===== config.mk =====
export PLATFORM = sky130hd
export DESIGN_NAME = pale_first_hit
export DESIGN_NICKNAME = d
export VERILOG_FILES = /design/src/sv/pale_pkg.sv /design/src/sv/pale_first_hit.sv
export SDC_FILE = /design/constraint.sdc
export NUM_CORES = 1
export LEC_CHECK = 0
export BUFFER_PORTS_ARGS = -buffer_cell sky130_fd_sc_hd__buf_4
export CORE_AREA = 8 8 97 99
export DETAILED_ROUTE_END_ITERATION = 10
export DIE_AREA = 0 0 105 107
export GPL_ROUTABILITY_DRIVEN = 0
export PLACE_DENSITY = 0.75
export SYNTH_ARGS = -nofsm -noshare
export SYNTH_HDL_FRONTEND = slang
export SYNTH_SLANG_ARGS = --single-unit
export TNS_END_PERCENT = 100

===== constraint.sdc =====
create_clock -name vclk -period 2.8
set_clock_uncertainty 0.2 [all_clocks]
set_input_delay 0.28 -clock vclk [all_inputs]
set_output_delay 0.28 -clock vclk [all_outputs]
set_load 0.01 [all_outputs]

===== src/sv/pale_pkg.sv =====
// ----------------------------------------------------------------------------
// Positional array list engine - shared definitions
// Command and status codes, sequencer states and the control group that
// the top level broadcasts to every cell of the row.
// ----------------------------------------------------------------------------
package pale_pkg;

	localparam int CAPACITY_DEF = 256;
	localparam int DATA_W       = 32;
	localparam int POS_W        = 9;
	localparam int OP_W         = 3;
	localparam int STAT_W       = 3;

	typedef enum logic [OP_W-1:0] {
		OP_START  = 3'd0,
		OP_INSERT = 3'd1,
		OP_DELETE = 3'd2,
		OP_WRITE  = 3'd3,
		OP_READ   = 3'd4,
		OP_FIND   = 3'd5
	} op_t;

	typedef enum logic [STAT_W-1:0] {
		ST_OK          = 3'd0,
		ST_NOT_STARTED = 3'd1,
		ST_EMPTY       = 3'd2,
		ST_BAD_POS     = 3'd3,
		ST_FULL        = 3'd4,
		ST_NOT_FOUND   = 3'd5
	} status_t;

	typedef enum logic {
		FSM_IDLE = 1'b0,
		FSM_EXEC = 1'b1
	} fsm_t;

	// load: capture compare flags for a new transaction
	// ins/del/wr: apply the update at the end of the execute cycle
	typedef struct packed {
		logic load;
		logic ins;
		logic del;
		logic wr;
	} cell_ctl_t;

endpackage


===== src/sv/pale_first_hit.sv =====
// ----------------------------------------------------------------------------
// Positional array list engine - first match tree
// Pairwise tree that reports whether any cell matched and the index of
// the lowest matching cell.
// ----------------------------------------------------------------------------
module pale_first_hit import pale_pkg::*; #(
	parameter int CAPACITY = CAPACITY_DEF
) (
	input  logic [CAPACITY-1:0]         hit,
	output logic                        any,
	output logic [$clog2(CAPACITY)-1:0] idx
);

	localparam int IW = $clog2(CAPACITY);
	localparam int P  = 1 << IW;

	logic          nv  [IW+1][P];
	logic [IW-1:0] nix [IW+1][P];

	genvar l, k;
	generate
		for (k = 0; k < P; k++) begin : g_leaf
			if (k < CAPACITY) begin : g_real
				assign nv[0][k] = hit[k];
			end else begin : g_pad
				assign nv[0][k] = 1'b0;
			end
			assign nix[0][k] = IW'(k);
		end
		for (l = 0; l < IW; l++) begin : g_lvl
			for (k = 0; k < P; k++) begin : g_node
				if (k < (P >> (l + 1))) begin : g_used
					// lower half wins when it holds a match
					assign nv[l+1][k]  = nv[l][2*k] | nv[l][2*k+1];
					assign nix[l+1][k] = nv[l][2*k] ? nix[l][2*k] : nix[l][2*k+1];
				end else begin : g_idle
					assign nv[l+1][k]  = 1'b0;
					assign nix[l+1][k] = '0;
				end
			end
		end
	endgenerate

	assign any = nv[IW][0];
	assign idx = nix[IW][0];

endmodule


-- Yosys cells after proc, flatten, opt, wreduce, memory -nomap -nowiden
Cells that the tools add are included.
- output and inout bits: 9
- memories: 0
- word-level logic and storage cells: 510
- bits in latches: 0
- ROM bits: 0
- RAM bits: 0
- bits in registers: 0
- bitwise operators: 255
- eq/ne operators: 0
- div/mod/pow operators: 0
- reduce and logical (&&, ||, !) cells: 0
- $mul: 0
- $lt $le $gt $ge: 0
- shifts and indexed selects: 0
- add/sub/neg operators: 0
- mux-type cells: 255
- operators by type and width (operator ; count):
    1-bit OR ; 255
    1-bit two-way mux ; 128
    2-bit two-way mux ; 64
    3-bit two-way mux ; 32
    4-bit two-way mux ; 16
    5-bit two-way mux ; 8
    6-bit two-way mux ; 4
    7-bit two-way mux ; 2
    8-bit two-way mux ; 1

-- Longest topological paths before layout
Gate-level depths: netlist (run 1).
- word-level depth: 8
- depth in mapped cells: 8
- depth with buffers taken out: 7

-- Worst setup path before layout (run 1)
Ideal clock, no wire load.
- kind: input port to output port
- start: input port hit[69]
- end: output port idx[1]
- required time: 2320 ps
- slack: 155 ps
- data arrival time: 2165 ps
- stages on the path: 7
- cells stage by stage: or4_4 -> or2_4 -> nor2_8 -> nand2_2 -> or3_1 -> o311a_1 -> a311oi_2
- word-level cells in the longest chain between the ends: 8
- ends and longest elaborated chain (what ; RTL line ; RTL):
    from (decl) ; pale_first_hit.sv:9 ; input logic [CAPACITY-1:0] hit,
    1-bit OR (*) ; pale_first_hit.sv:34 ; assign nv[l+1][k] = nv[l][2*k] | nv[l][2*k+1];
    2-bit two-way mux or 1-bit OR (tied branches) ; pale_first_hit.sv:35, pale_first_hit.sv:34 ;
    3-bit two-way mux or 1-bit OR (tied branches) ; pale_first_hit.sv:35, pale_first_hit.sv:34 ;
    4-bit two-way mux or 1-bit OR (tied branches) ; pale_first_hit.sv:35, pale_first_hit.sv:34 ;
    5-bit two-way mux or 1-bit OR (tied branches) ; pale_first_hit.sv:35, pale_first_hit.sv:34 ;
    6-bit two-way mux or 1-bit OR (tied branches) ; pale_first_hit.sv:35, pale_first_hit.sv:34 ;
    7-bit two-way mux or 1-bit OR (tied branches) ; pale_first_hit.sv:35, pale_first_hit.sv:34 ;
    8-bit two-way mux (*) ; pale_first_hit.sv:35 ; assign nix[l+1][k] = nv[l][2*k] ? nix[l][2*k] : nix[l][2*k+1];
    to (decl) ; pale_first_hit.sv:11 ; output logic [$clog2(CAPACITY)-1:0] idx
Every way passes the cells marked *; elsewhere a longest branch is shown, timed or not.

-- Worst setup path in the final report (run 1)
- start: input port hit[85]
- end: output port idx[1]
Same word-level chain as after synthesis.

==> reports/results.ini, run 1 <==
[synth]
yosysSeqAreaShare=0
syn_nets=749
synth_top_area_share=0.1149
synth_largest_area_cell=nor4_1
synthCells=493
yosys-top-cells-area=nor4_1, nor2_1, a21oi_1
syn_area_sq_mm=0.002831
ys_types=59
yosys_warnings=0
syn_avg_cell_area_sq_um=5.743

[grt]
grt_use_met1=0.2664
track_usage=0.2623
grt_pass1_vias=5582
antenna_found_initial=0
grt_use_met3=0.06059
grt_remaining_overflow=0
grt_pass1_wl_mm=25.21
grt.met2_usage=0.5244
grt_max_degree=6
gr-max-usage-layer=met2

[clock_tree]
hold_buffers=0

[route]
drt_iter0_drc=237
ant_nets=0
drcViolationCount=0
drt-wirelength-per-cell_um=17.55
vias=5343
dr.pass1.iters=4
viasPerCell=5.690
wl_mm=16.48

[cells_and_area]
design.seq.count=0
final_common_cell=buf_4
register_area_sq_um=0
fillerInstances=664
final_cell_mix=buf_4, nor2_1, a21oi_1, inv_1, nor4_1
diodes=0
nets=1092
clkbuf_count=0
syn_to_final_growth_pct=102.3
layout-drive-gt1-share=0.4676
multiInputGateArea_sq_mm=0.002818

[pwr]
internal-power_w=0.0003592
p_leak_nw=2.657
p_seq_frac=0
totalPowerFinal_w=0.0006118
clkPwrFrac=0
sw_frac_of_total=0.4128
max-vdd-ir-drop_uv=70.61
power_density_mw_per_mm2=106.8
p_comb_frac=1.000
p_switching_w=0.0002525

[floorplan]
row_count=33
die_area_sq_mm=0.01124
io_pins=265
die_x_um=105
die_h_um=107
core-area_sq_mm=0.007928
start_util=0.3572

[sta]
clock.fmax_mhz=341.2
relSlewSlack=0.6502
period_share=1.047
finalSetupTns_ns=-0.1310
hold_violations=0
worstMarginPinSlew_ns=0.5200
period_minus_slack_ns=2.931
setup_viol=1
drv_slew=0
setup_slack_ns=-0.1310
rsz0062_at_grt=true

[place]
pre_cts_ws_ns=-0.2303
io_buffers=265
dp_hpwl_mm=14.65

[worst_setup_path]
crit_fanout=3
startpoint=hit[85]
end_kind=primary output
critPathArrivalTime_ns=2.45
cp-start-kind=primary input
crit_required_ns=2.32
critPathKind=primary input to primary output

[min_path]
hp-class=primary input to primary output
hold_start=hit[194]

[outcome]
violations=negative setup slack
status=finished with violations

[flow_run]
cap_viol_max_count=0

-- metrics by stage --
stage            util  cell area [sq um]  hold WS, ns  instances
2_1_floorplan       -               2831       0.5770        493
3_3_place_gp   0.6967               5523       0.8062        939
3_5_place_dp   0.6967               5523       0.8159        939
4_1_cts        0.7088               5619       0.8167        939
5_1_grt        0.7224               5727       0.8558        939
6_report       0.7224               5727       0.8205        939
-- cell type report --
cell class / count / area share
inverters: 49 / 0.03212
multi-input cells: 443 / 0.4920
well taps: 105 / 0.02294
repair buffers: 342 / 0.4529
-- cells in the mapped netlist, drive strengths merged (2+ instances only) --
cell type / number
nor3: 28
o21bai: 22
a21bo: 2
a31oi: 7
nor2b: 9
nand2: 32
and2: 4
nand2b: 10
o31a: 2
o31ai: 16
inv: 49
a211oi: 14
o311ai: 3
and3: 2
o311a: 3
or4: 15
o22ai: 2
a221oi: 5
o21ai: 28
a21boi: 6
or3: 2
o211ai: 4
a21oi: 57
a2111oi: 2
nor4b: 2
nand4: 9
nand3: 4
nor4: 53
and2b: 3
o41ai: 2
nor2: 80
-- critical path, cell delays in order --
cell and delay [ns]:
buf_6 0.10, or4_4 0.53, and2b_1 0.23, and2b_2 0.16
nand2_2 0.05, or3_1 0.31, o311a_1 0.31, a311oi_2 0.29
buf_4 0.20
-- kinds of logic (layout without fill, tap and decap cells) --
logic type / Yosys count / after routing / synth area share
and+or+nand+nor: 257 / 257 / 0.4993
AOI/OAI and AO/OA: 186 / 186 / 0.4331
buffers and inverters: 50 / 391 / 0.06761
-- worst paths after layout --
check / cells after the start / endpoint
worst min-delay path: 5 / idx[2]
worst max-delay path: 9 / idx[1]
-- per-layer routing --
metal | share of wire | vias to the layer above
li1 | - | 2606
met1 | 0.37 | 2448
met2 | 0.53 | 260
met3 | 0.086 | 29
met4 | 0.021 | 0
met5 | 0 | -
-- power by group through the flow --
stage / Clock (W) / Sequential [W] / Combinational (W)
4_1_cts: 0 / 0 / 0.000594
3_5_place_dp: 0 / 0 / 0.000586
5_1_grt: 0 / 0 / 0.000659
6_report: 0 / 0 / 0.000612
3_3_place_gp: 0 / 0 / 0.000571
2_1_floorplan: 0 / 0 / 0.000149
-- timing repair --
| action | in CTS | in global routing |
|---|---|---|
| pin swaps | 8 | 8 |
| buffers inserted | 0 | 1 |
| gates resized for setup | 22 | 24 |
| setup endpoints to repair | 7 | 7 |
(Power assumes the default switching activity.)
==> run 2: changes to the inputs <==
PLACE_DENSITY = 0.88   (was 0.75)
==> run 2 against run 1 <==
The flow still finishes with violations (negative setup slack). Worst hold slack worse by 0.0044 ns. Global-route usage rose by 1.1 points. Die area unchanged. Combinational power grew 2%. Sequential cell count did not move. Sequential share of layout area did not move. First-iteration DRC count is 14% lower. Routed wire length rose by 7.2%. Total power grew 2.2%. Largest power group unchanged.
==> reports/results.ini, run 2 (synthesized netlist as in run 1, its figures left out) <==
[cells_and_area]
diodes=0  ; unchanged
fillerInstances=629  ; -5.3%
syn_to_final_growth_pct=107.5
register_area_sq_um=0  ; unchanged
layout-drive-gt1-share=0.4821  ; +0.01452
final_common_cell=buf_4
nets=1098  ; +0.55%
stdcell_count=945  ; +0.64%
clkbuf_count=0  ; unchanged
final_cell_mix=buf_4, nor2_1, a21oi_1, inv_1, nor4_1
multiInputGateArea_sq_mm=0.002890  ; +2.6%
design.seq.count=0  ; unchanged

[place]
dp_hpwl_mm=15.08  ; +2.9%
dp.cells=938  ; -0.11%
io_buffers=265  ; unchanged

[route]
vias=5586  ; +4.5%
drt-wirelength-per-cell_um=18.69  ; +6.5%
wl_mm=17.66  ; +7.2%
drcViolationCount=0  ; unchanged
ant_nets=0  ; unchanged
dr.pass1.iters=5  ; +1
drt_iter0_drc=205  ; -14%
viasPerCell=5.911  ; +3.9%

[pwr]
max-vdd-ir-drop_uv=78.78  ; +12%
p_seq_frac=0  ; unchanged
clkPwrFrac=0  ; unchanged
sw_frac_of_total=0.4247  ; +0.01186
p_switching_w=0.0002654  ; +5.1%
p_leak_nw=2.726  ; +2.6%
internal-power_w=0.0003596  ; +0.10%
power_density_mw_per_mm2=106.4  ; -0.40%
p_comb_frac=1.000  ; about the same

[flow_run]
cap_viol_max_count=0  ; unchanged

[floorplan]
io_pins=265  ; unchanged
die_area_sq_mm=0.01124  ; unchanged
die_x_um=105  ; unchanged
row_count=33  ; unchanged
core-area_sq_mm=0.007928  ; unchanged
die_h_um=107  ; unchanged
start_util=0.3572  ; unchanged

[grt]
antenna_found_initial=0  ; unchanged
grt_max_degree=6  ; unchanged
track_usage=0.2737  ; +0.01140
grt_remaining_overflow=0  ; unchanged
grt_pass1_wl_mm=26.21  ; +4.0%
grt_pass1_vias=5774  ; +3.4%

[outcome]
violations=negative setup slack
status=finished with violations

[sta]
drv_slew=0  ; unchanged
rsz0062_at_grt=true
period_share=1.038  ; -0.009230
relSlewSlack=0.6218  ; -0.02836
setup_slack_ns=-0.1052  ; +0.02584 ns
hold_violations=0  ; unchanged
period_minus_slack_ns=2.905  ; -0.02584 ns
worstMarginPinSlew_ns=0.5621  ; +0.04214 ns
clock.fmax_mhz=344.2  ; +0.89%
fin_hold_ws_ns=0.8161  ; -0.004392 ns
finalSetupTns_ns=-0.1219  ; +0.009156 ns
setup_viol=2  ; +1

[worst_setup_path]
crit_required_ns=2.32  ; about the same
critPathArrivalTime_ns=2.43  ; -0.02 ns
cp-start-kind=primary input
end_kind=primary output
crit_fanout=3  ; unchanged
critPathKind=primary input to primary output

[min_path]
hp-class=primary input to primary output

[run 2: cell count changes in the layout (fill, tap and decap cells not counted), sizes merged]
cell,delta
buf,+6
[run 2: area by class of cell]
class | count | area share
multi-input combinational | 443 | 0.4920
tap | 105 | 0.02236
timing repair buffer | 348 | 0.4543
inverter | 49 | 0.03131
[run 2: power groups by stage]
stage	Sequential [W]	Clock [W]	Combinational (W)
after floorplan	0	0	0.000149
after global placement	0	0	0.000558
after detailed placement	0	0	0.000582
after CTS	0	0	0.000597
after global routing	0	0	0.000667
final	0	0	0.000625
[run 2: path summary, 6_finish.rpt]
| check | end | depth (start not counted) | start |
|---|---|---|---|
| setup / recovery | idx[1] | 9 | hit[157] |
| hold / removal | idx[2] | 5 | hit[195] |
[run 2: metal layers]
layer,GRT usage,part of all wire,vias to the layer above
met1,0.2691,0.35,2538
met3,0.06179,0.086,76
met5,0,0,-
met4,0.09684,0.036,0
li1,-,-,2622
met2,0.5457,0.52,350
[run 2: critical path: stages]
cell	delay (ns)
buf_4	0.12
nor4_1	0.43
nand4_1	0.26
nor3_4	0.22
and4_4	0.25
inv_1	0.05
a2111o_1	0.38
a311oi_2	0.26
buf_4	0.17
[run 2: repair_timing]
action	CTS	global route
resized for setup	37	29
pin swaps	17	18
setup buffers	5	3
cloned	0	0
hold buffers	0	0
endpoints found under the setup margin	7	7
[run 2: per-stage QoR]
step                        util  total power (W)  setup WS (ns)  area, sq um
after floorplan                -        0.0001492         0.1553         2831
after global placement    0.6957        0.0005582        -0.2374         5515
after detailed placement  0.6957        0.0005817        -0.2593         5515
after CTS                 0.7202        0.0005967       -0.02980         5709
after global routing      0.7410        0.0006675        -0.1481         5874
final                     0.7410        0.0006250        -0.1052         5874
