<file path="config.mk">
export PLATFORM = sky130hd
export DESIGN_NAME = pale_cell
export DESIGN_NICKNAME = d
export VERILOG_FILES = /design/src/sv/pale_pkg.sv /design/src/sv/pale_cell.sv
export SDC_FILE = /design/constraint.sdc
export NUM_CORES = 1
export LEC_CHECK = 0
export BUFFER_PORTS_ARGS = -buffer_cell sky130_fd_sc_hd__buf_2
export CORE_UTILIZATION = 25
export DETAILED_ROUTE_END_ITERATION = 16
export HOLD_SLACK_MARGIN = 0.02
export MAX_ROUTING_LAYER = met4
export PLACE_DENSITY = 0.65
export SLEW_MARGIN = 5
export SYNTH_ARGS = -nofsm -noshare
export SYNTH_HDL_FRONTEND = slang
export SYNTH_SLANG_ARGS = --single-unit
</file>
<file path="constraint.sdc">
create_clock -name clk -period 2.3 [get_ports clk]
set_input_delay 0.46 -clock clk [delete_from_list [all_inputs] [get_ports clk]]
set_output_delay 0.46 -clock clk [all_outputs]
set_load 0.1 [all_outputs]
</file>
<file path="src/sv/pale_pkg.sv">
// ----------------------------------------------------------------------------
// Positional array list engine - shared definitions
// Command and status codes, sequencer states and the control group that
// the top level broadcasts to every cell of the row.
// ----------------------------------------------------------------------------
package pale_pkg;

	localparam int CAPACITY_DEF = 256;
	localparam int DATA_W       = 32;
	localparam int POS_W        = 9;
	localparam int OP_W         = 3;
	localparam int STAT_W       = 3;

	typedef enum logic [OP_W-1:0] {
		OP_START  = 3'd0,
		OP_INSERT = 3'd1,
		OP_DELETE = 3'd2,
		OP_WRITE  = 3'd3,
		OP_READ   = 3'd4,
		OP_FIND   = 3'd5
	} op_t;

	typedef enum logic [STAT_W-1:0] {
		ST_OK          = 3'd0,
		ST_NOT_STARTED = 3'd1,
		ST_EMPTY       = 3'd2,
		ST_BAD_POS     = 3'd3,
		ST_FULL        = 3'd4,
		ST_NOT_FOUND   = 3'd5
	} status_t;

	typedef enum logic {
		FSM_IDLE = 1'b0,
		FSM_EXEC = 1'b1
	} fsm_t;

	// load: capture compare flags for a new transaction
	// ins/del/wr: apply the update at the end of the execute cycle
	typedef struct packed {
		logic load;
		logic ins;
		logic del;
		logic wr;
	} cell_ctl_t;

endpackage

</file>
<file path="src/sv/pale_cell.sv">
// ----------------------------------------------------------------------------
// Positional array list engine - storage cell
// Holds one list word, flags a match and its position relative to the
// command, and takes its neighbor's word when the list shifts.
// ----------------------------------------------------------------------------
module pale_cell import pale_pkg::*; #(
	parameter int CAPACITY = CAPACITY_DEF,
	parameter int IDX      = 0
) (
	input  logic                               clk,
	input  cell_ctl_t                          ctl,
	input  logic [DATA_W-1:0]                  cmp_value,
	input  logic [DATA_W-1:0]                  wr_value,
	input  logic [POS_W-1:0]                   position,
	input  logic [$clog2(CAPACITY+1)-1:0]      count,
	input  logic [DATA_W-1:0]                  left,
	input  logic [DATA_W-1:0]                  right,
	output logic [DATA_W-1:0]                  word,
	output logic                               hit,
	output logic [DATA_W-1:0]                  rd
);

	localparam int CNW = $clog2(CAPACITY + 1);
	localparam int CW  = ((CNW > POS_W) ? CNW : POS_W) + 1;

	logic [CW-1:0]     idx_c;
	logic [DATA_W-1:0] word_q;
	logic              hit_q;
	logic              sel_q;
	logic              above_q;

	assign idx_c = CW'(IDX);

	always_ff @(posedge clk) begin
		if (ctl.load) begin
			hit_q   <= (word_q == cmp_value) && (idx_c < CW'(count));
			sel_q   <= ((idx_c + 1'b1) == CW'(position));
			above_q <= ((idx_c + 1'b1) > CW'(position));
		end
		if (ctl.ins) begin
			if (sel_q) begin
				word_q <= wr_value;
			end else if (above_q) begin
				word_q <= left;
			end
		end else if (ctl.del) begin
			if (sel_q || above_q) begin
				word_q <= right;
			end
		end else if (ctl.wr) begin
			if (sel_q) begin
				word_q <= wr_value;
			end
		end
	end

	assign word = word_q;
	assign hit  = hit_q;
	assign rd   = sel_q ? word_q : '0;

endmodule

</file>
Word level (Yosys, flattened, before mapping) --
Cells that the tools add are included.
Cells by class: $lt $le $gt $ge 2, equal/unequal tests 4, multiplexer cells 8, reductions and logical operators 5
Operators by type and width (number):
- $mux 32 | 8
- $eq 32x32->1 | 1
- $eq 1x9->1 const A | 1
- $gt 1x9->1 const A | 1
- $lt 1x9->1 const A | 1
- $ne 3x1->1 const B | 2
- $reduce_bool 3->1 | 2
- $reduce_and 4->1 | 1
- $logic_and 1x1->1 | 1
- $logic_or 1x1->1 | 1
Storage, ports and cells: bits in registers 35, input bits 151, output and inout bits 65, logic and storage cells 23

Depth between registers and ports, before layout --
Gate-level depths: netlist of the first run.
depth in word-level cells 4, depth in mapped cells 6, mapped depth without buffers 4

Worst setup path after synthesis of the first run --
No wires, ideal clock.
kind register -> output, start point register word_q[12] (netlist: word[12]), end point output rd[12], arrival time 1814 ps, data required time 1840 ps, path slack 26 ps, cell stages (with the launch flop) 2, buffers on the path 0, path through edfxtp_1 and2_1
Between the ends: cells in the longest elaborated chain, start to end 1
RTL lines:
- start, declared | RTL line pale_cell.sv:27 | logic [DATA_W-1:0] word_q;
- start signal, assigned | RTL line pale_cell.sv:42 | word_q <= wr_value;
- start signal, assigned | RTL line pale_cell.sv:44 | word_q <= left;
- start signal, assigned | RTL line pale_cell.sv:48 | word_q <= right;
- $mux 32 | RTL line pale_cell.sv:59 | assign rd = sel_q ? word_q : '0;
- end, declared | RTL line pale_cell.sv:20 | output logic [DATA_W-1:0] rd
Every way passes these cells.

Final worst setup path of the first run --
start point register sel_q, end point output rd[8]
Between the ends: cells in the longest elaborated chain, start to end 1
RTL lines:
- start, declared | RTL line pale_cell.sv:29 | logic sel_q;
- start signal, assigned | RTL line pale_cell.sv:37 | sel_q <= ((idx_c + 1'b1) == CW'(position));
- $mux 32 | RTL line pale_cell.sv:59
Every way passes these cells.

==> impl_metrics.toml, run 1 <==
[status]
outcome = "completed"

[clock_network]
clkSinkCount = 35
tritoncts = "done"
post_cts_buffers = 0
clockBufferDepth = 2
clkLatencyLatePin_ps = 280
clock-root-buffer = "clkbuf_8"
clk_pin_slew_ps = 80
cts-hold-fix-buffers = 0
ctsResizeCount = 0
htree_levels = 2
cts_made_buffers = 5

[critical_path]
cp_slowest_cell = "edfxtp_1"
critPathTopFamily = "buffers and inverters"
setup.worst_path.start = "sel_q$_DFFE_PP_"
slowest_delay_ps = 500
cp_max_fo = 33
crit_chain = "buf_4, and2_1, buf_12"
r2r-start = "sel_q$_DFFE_PP_"
critical_path.startpoint_type = "flip-flop"
cp-end-kind = "output pin"
cp.buffers_inverters = 2
criticalPathCategory = "flip-flop to output pin"
cp_data_arrival_time_ps = 1680
crit_required_ps = 1840

[yosys]
synthCells = 275
synth-adder-area-share_pct = 0
synth_area_um2 = 2740
synthTopCellsByCount = "edfxtp_1 (35), a211oi_1 (32), a21oi_1 (32)"
ys_async_sr_fraction_pct = 0
yosys.area_share.simple_pct = 20.1
yosysSeqAreaShare_pct = 38.4
netlist.area_leader.share_pct = 38.4
synth.area.top_cells = "edfxtp_1 (38%), mux2i_1 (11%), a211oi_1 (8.8%), xor2_1 (7.7%), and2_1 (7.1%)"
synth.largest_area_cell = "edfxtp_1"
syn_area_per_cell_um2 = 9.96
muxShareOfSynthArea_pct = 11.3
synth_top_family_by_area = "simple AND/OR/NAND/NOR gates"
ys.flop_type = "edfxtp_1"
yosysUniqueCellTypes = 24
ys_ff_latch = 35
synth_xor_area_share_pct = 10.2
synthesis.nets = 426
yosysWarnings = 0
synth_edf_count = 35
synthMostInstantiatedCell = "edfxtp_1"
synth_compound_area_share_pct = 15.1

[place]
gp_congestion = 0.799
dp_hpwl_um = 7610
port_buffers = 215

[global_routing]
antenna_found_initial = 0
use_met2_pct = 28.2
grt_max_degree = 35
use_met3_pct = 2.55
use_met1_pct = 18.9
grt_pass1_wl_um = 13700
track_usage_pct = 16.0
grt.busiest_layer = "met2"
grt_pass1_vias = 2747
grt_overflow = 0

[floorplan]
die_h_um = 107
die_w_um = 107
start_util_pct = 26.2
core_um2 = 10500
rows = 37
die_area_um2 = 11400
ios = 216

[detailed_routing]
firstDrtPassIters = 4
drtAntennaViolNets = 0
drcViolationCount = 0
totalWireLength_um = 9320
via_per_inst = 4.64
wl_per_cell_um = 15.1
vias = 2870
initialDrtViolationCount = 143

[sta]
slew_headroom_pct = 66.8
finalClockSkew_ps = 5.40
timing.final.max_slew_violations = 0
whs_ps = 425
finalHoldViolCount = 0
period_share_pct = 93.1
period_needed_ps = 2140
setup_viol = 0
fin_setup_tns_ps = 0
fmax_ghz = 0.467
rsz0062_at_grt = "no"
worst_pin_slew_ps = 499

[layout]
antenna_cells = 0
drive_above_1_share_pct = 48.0
nets = 633
syn_to_final_growth_pct = 60.5

[hold_path]
hp-class = "input pin to flip-flop"
hp-start = "ctl[3]"

[power_and_ir_drop]
power_density_nw_per_um2 = 633
ir_drop_v = 0.000310
p_leak_nw = 1.97

[run]
maxCapViolations = 0
==> stage by stage <==
step / cell area [µm²] / power, mW / setup WS (ps) / utilization (%) / instances
2_1_floorplan: 2740 / 1.91 / 25.8 / - / 275
3_3_place_gp: 4310 / 2.35 / 492 / 41.2 / 611
3_5_place_dp: 4310 / 2.36 / 450 / 41.2 / 611
4_1_cts: 4390 / 2.80 / 126 / 42.0 / 619
5_1_grt: 4390 / 2.90 / 34.0 / 42.0 / 619
6_report: 4390 / 2.78 / 158 / 42.0 / 619
==> cell type report <==
class | count | area [µm²]
clock buffer | 6 | 72.6
clock inverter | 2 | 7.51
fill | 1019 | 6070
multi-input combinational | 217 | 1550
sequential | 35 | 1050
tap | 136 | 170
timing repair buffer | 223 | 1540
==> layout by cell type (no fill, tap or decap) <==
master      n
clkbuf_1    1
xnor2_1     8
buf_4       7
nor2b_1    31
nor3_1      1
nand4_1     3
nand2_1     2
xor2_1     24
o21ai_0     1
nor2_1      5
and2_1     31
nor4_2      3
a21oi_1    32
clkinv_1    2
o31ai_1     1
edfxtp_1   35
mux2i_1    31
and2_2      1
buf_12     27
nor3b_1     1
and3_1      1
clkbuf_8    5
a211oi_1   32
nor4_1      7
nand3_1     2
buf_2     189
==> power by group <==
part / internal [mW] / switching [mW]
Combinational: 0.424 / 1.06
Sequential: 0.787 / 0.0648
Clock: 0.207 / 0.234
==> flip-flops by register name (all words and copies together) (netlist names) <==
name     count
above_q      1
hit          1
sel_q        1
word        32
==> final timing paths <==
kind / to / slack [ps] / cells after the start
worst max-delay path: rd[8] / 160 / 3
worst min-delay path: sel_q$_DFFE_PP_ / 420 / 1
worst max register to register: word[8]$_DFFE_PP_ / 580 / 4
worst min register to register: hit$_DFFE_PP_ / 760 / 3
==> cell families (layout without fill, tap and decap cells) <==
family,count (synthesis),after routing
AO/OA/AOI/OAI,66,66
XOR/XNOR,32,32
multiplexers,31,31
flip-flops,35,35
AND/OR/NAND/NOR,88,88
buffers and inverters,23,231
==> routing by layer <==
| layer | share of wire, % | vias to the layer above |
|---|---|---|
| met5 | 0 | - |
| met4 | 0.47 | 0 |
| met3 | 7.2 | 2 |
| met2 | 51 | 134 |
| met1 | 41 | 1315 |
| li1 | - | 1419 |
Note: power is estimated with default switching activity, not from simulation.
==> run 2, diff against run 1 <==
REMOVE_ABC_BUFFERS = 1   (was unset)
==> run 2 against run 1 <==
Count of clock-buffer cells in the layout unchanged. Cell count up 0.48%. Setup slack improved by 61 ps. Critical endpoint is now rd[21].
==> impl_metrics.toml, run 2 (synthesized netlist as in run 1, its figures left out) <==
[sta]
finalClockSkew_ps = 5.08
worst_slack_ps = 219
setup_viol = 0
fmax_ghz = 0.481
slew_headroom_pct = 63.1
rsz0062_at_grt = "no"
whs_ps = 434
worst_pin_slew_ps = 549
period_share_pct = 90.5
finalHoldViolCount = 0
period_needed_ps = 2080
timing.final.max_slew_violations = 0

[clock_network]
cts-hold-fix-buffers = 0
tritoncts = "done"
clkLatencyLatePin_ps = 280
clockBufferDepth = 2
clkSinkCount = 35
clock-root-buffer = "clkbuf_8"
clk_pin_slew_ps = 70
htree_levels = 2
cts_made_buffers = 5
ctsResizeCount = 0
post_cts_buffers = 0

[critical_path]
cp-end-kind = "output pin"
path_depth = 3
setup.worst_path.start = "sel_q$_DFFE_PP_"
criticalPathCategory = "flip-flop to output pin"
r2r_cells = 4
cp.buffers_inverters = 2
r2r-start = "sel_q$_DFFE_PP_"
critPathTopFamily = "flip-flops"
reg2reg_slack_ps = 550
crit_required_ps = 1840
crit_chain = "buf_4, and2_1, buf_12"
cp_slowest_cell = "edfxtp_1"
cp_data_arrival_time_ps = 1620
cp_max_fo = 18
critical_path.startpoint_type = "flip-flop"
slowest_delay_ps = 610

[floorplan]
core_um2 = 10500
start_util_pct = 26.2
ios = 216
die_area_um2 = 11400
die_w_um = 107
rows = 37
die_h_um = 107

[detailed_routing]
firstDrtPassIters = 4
wl_per_cell_um = 14.3
totalWireLength_um = 8890
via_per_inst = 4.58
drcViolationCount = 0
vias = 2851
initialDrtViolationCount = 117
drtAntennaViolNets = 0

[global_routing]
grt_max_degree = 42
grt_overflow = 0
grt_pass1_wl_um = 13500
track_usage_pct = 15.6
antenna_found_initial = 0
grt_pass1_vias = 2708

[layout]
largest_register_ffs = 32
final_common_cell = "buf_2"
antenna_cells = 0
register_area_um2 = 1050
nets = 636
drive_above_1_share_pct = 48.6
fill_cells = 1029
multi_input_area_um2 = 1560
layout_common_cells = "buf_2 (190), edfxtp_1 (35), a21oi_1 (32), a211oi_1 (32)"
syn_to_final_growth_pct = 61.3

[run]
maxCapViolations = 0

[hold_path]
hold_depth = 1
hp-class = "input pin to flip-flop"
hp-start = "ctl[3]"

[place]
dp_hpwl_um = 7370
pre_cts_ws_ps = 490
gp_congestion = 0.742
port_buffers = 215

[power_and_ir_drop]
p_leak_nw = 1.99
power_density_nw_per_um2 = 624
ir_drop_v = 0.000227

[status]
outcome = "completed"
-- run 2: cell count changes in the layout (fill, tap and decap cells not counted) --
cell and delta:
buf_4 +2, buf_2 +1, nand2_2 +1, nand2_1 -1
-- run 2: final cells by class --
type | instances | share of cell area, %
Clock buffer | 6 | 1.64
Multi-Input combinational cell | 217 | 35.2
Sequential cell | 35 | 23.8
Timing Repair Buffer | 226 | 35.3
Clock inverter | 2 | 0.170
Tap cell | 136 | 3.85
-- run 2: metal layers --
layer,vias to the layer above,track usage (%),wire (µm)
li1,1424,-,-
met3,6,3.22,618
met4,0,3.82,106
met2,137,28.0,4630
met5,-,-,0
met1,1284,17.8,3540
-- run 2: where the power goes --
group	leakage (nW)	total [mW]	internal, mW	switching [mW]
combinational	1.60	1.48	0.425	1.06
sequential	0.347	0.850	0.787	0.0625
clock	0.0403	0.424	0.207	0.218
total	1.99	2.75	1.42	1.34
-- run 2: worst paths after layout --
path                                            to
worst max-delay path                        rd[21]
worst min-delay path                 hit$_DFFE_PP_
worst max register to register  word[16]$_DFFE_PP_
worst min register to register       hit$_DFFE_PP_
-- run 2: through the flow --
stage	total power, mW	TNS, ps	util [%]	instances	cell area, µm²
final	2.75	0	42.2	622	4420
after global routing	2.87	0	42.2	622	4420
after CTS	2.80	0	42.2	622	4420
after detailed placement	2.36	0	41.4	614	4340
after global placement	2.34	0	41.4	614	4340
after floorplan	1.87	-39020	-	252	2610
==> run 3, diff against run 2 <==
CAP_MARGIN = 30   (was unset)
CTS_BUF_LIST = sky130_fd_sc_hd__clkbuf_16   (was unset)
==> run 3 against run 2 <==
Wire length hardly changed. Clock skew is 2.1 ps lower. Critical path depth stayed put. Total power is 7.5% higher. Critical path type unchanged. Largest power group unchanged.
==> impl_metrics.toml, run 3 (synthesized netlist as in run 1, its figures left out) <==
[clock_network]
post_cts_buffers = 0
clkSinkCount = 35
tritoncts = "done"
clockBufferDepth = 2
cts-hold-fix-buffers = 0
ctsResizeCount = 0
clock-root-buffer = "clkbuf_16"
cts_made_buffers = 5
htree_levels = 2
clkLatencyLatePin_ps = 270
clk_pin_slew_ps = 50

[critical_path]
crit_required_ps = 1840
cp_max_fo = 18
r2r_cells = 4
criticalPathCategory = "flip-flop to output pin"
critical_path.startpoint_type = "flip-flop"
r2r_end = "word[16]$_DFFE_PP_"
r2r-start = "sel_q$_DFFE_PP_"
setup.worst_path.start = "sel_q$_DFFE_PP_"
cp-end-kind = "output pin"
endpoint = "rd[21]"
cp_data_arrival_time_ps = 1610
reg2reg_slack_ps = 550

[sta]
setup_viol = 0
finalClockSkew_ps = 3.02
timing.final.max_slew_violations = 0
period_needed_ps = 2070
finalHoldViolCount = 0
worst_slack_ps = 234
period_share_pct = 89.8
worst_pin_slew_ps = 543
rsz0062_at_grt = "no"
fmax_ghz = 0.484
whs_ps = 443
slew_headroom_pct = 63.5

[layout]
final_util_pct = 42.8
nets = 636
drive_above_1_share_pct = 48.6
antenna_cells = 0
layout_common_cells = "buf_2 (190), edfxtp_1 (35), a21oi_1 (32), a211oi_1 (32)"
final_common_cell = "buf_2"
syn_to_final_growth_pct = 63.4
largest_register_ffs = 32

[detailed_routing]
totalWireLength_um = 8900
drtAntennaViolNets = 0
firstDrtPassIters = 4
via_per_inst = 4.59
vias = 2853
initialDrtViolationCount = 96
wl_per_cell_um = 14.3
drcViolationCount = 0

[global_routing]
antenna_found_initial = 0
grt_pass1_wl_um = 13500
grt_max_degree = 42
track_usage_pct = 15.6
grt_overflow = 0
grt_pass1_vias = 2709

[place]
dp_hpwl_um = 7370
port_buffers = 215
gp_congestion = 0.742
pre_cts_ws_ps = 490

[run]
maxCapViolations = 0

[floorplan]
start_util_pct = 26.2
core_um2 = 10500
ios = 216
rows = 37
die_area_um2 = 11400
die_w_um = 107
die_h_um = 107

[power_and_ir_drop]
power_density_nw_per_um2 = 662
ir_drop_v = 0.000252
p_leak_nw = 2.02

[hold_path]
hp-class = "input pin to flip-flop"

[status]
outcome = "completed"
## run 3: metal layers
| metal | GRT usage (%) | share of wire, % | vias up |
|---|---|---|---|
| met4 | 4.11 | 1.2 | 0 |
| met1 | 17.8 | 40 | 1285 |
| met3 | 3.04 | 7.0 | 6 |
| li1 | - | - | 1426 |
| met2 | 28.0 | 52 | 136 |
| met5 | - | 0 | - |
## run 3: how the worst min path moves through the flow
| stage | startpoint | endpoint | cells after the start |
|---|---|---|---|
| after floorplan | ctl[3] | above_q$_DFFE_PP_ | 0 |
| after global placement | ctl[3] | sel_q$_DFFE_PP_ | 1 |
| after detailed placement | ctl[3] | sel_q$_DFFE_PP_ | 1 |
| after CTS | ctl[3] | hit$_DFFE_PP_ | 1 |
| after global routing | ctl[3] | hit$_DFFE_PP_ | 1 |
| final | ctl[3] | sel_q$_DFFE_PP_ | 1 |
## run 3: report_power, final
part	switching [mW]	internal (mW)
logic	1.06	0.425
clock network	0.239	0.389
registers	0.0625	0.789
## run 3: area by class of cell
class / count / area (µm²)
clock inverters: 3 / 11.3
clock buffers: 5 / 125
multi-input cells: 217 / 1560
repair buffers: 226 / 1560
flip-flops and latches: 35 / 1050
fillers: 1025 / 5990
well taps: 136 / 170
## run 3: critical path, stage by stage, from the launching register on
cell	delay, ps
edfxtp_1	600
buf_4	330
and2_1	220
buf_12	180
## run 3: per-stage QoR
step	total power, mW	setup TNS [ps]	cells	cell area (µm²)
final	2.96	0	622	4470
after global routing	3.08	0	622	4470
after CTS	3.01	0	622	4470
after detailed placement	2.36	0	614	4340
after global placement	2.34	0	614	4340
after floorplan	1.87	-39020	252	2610
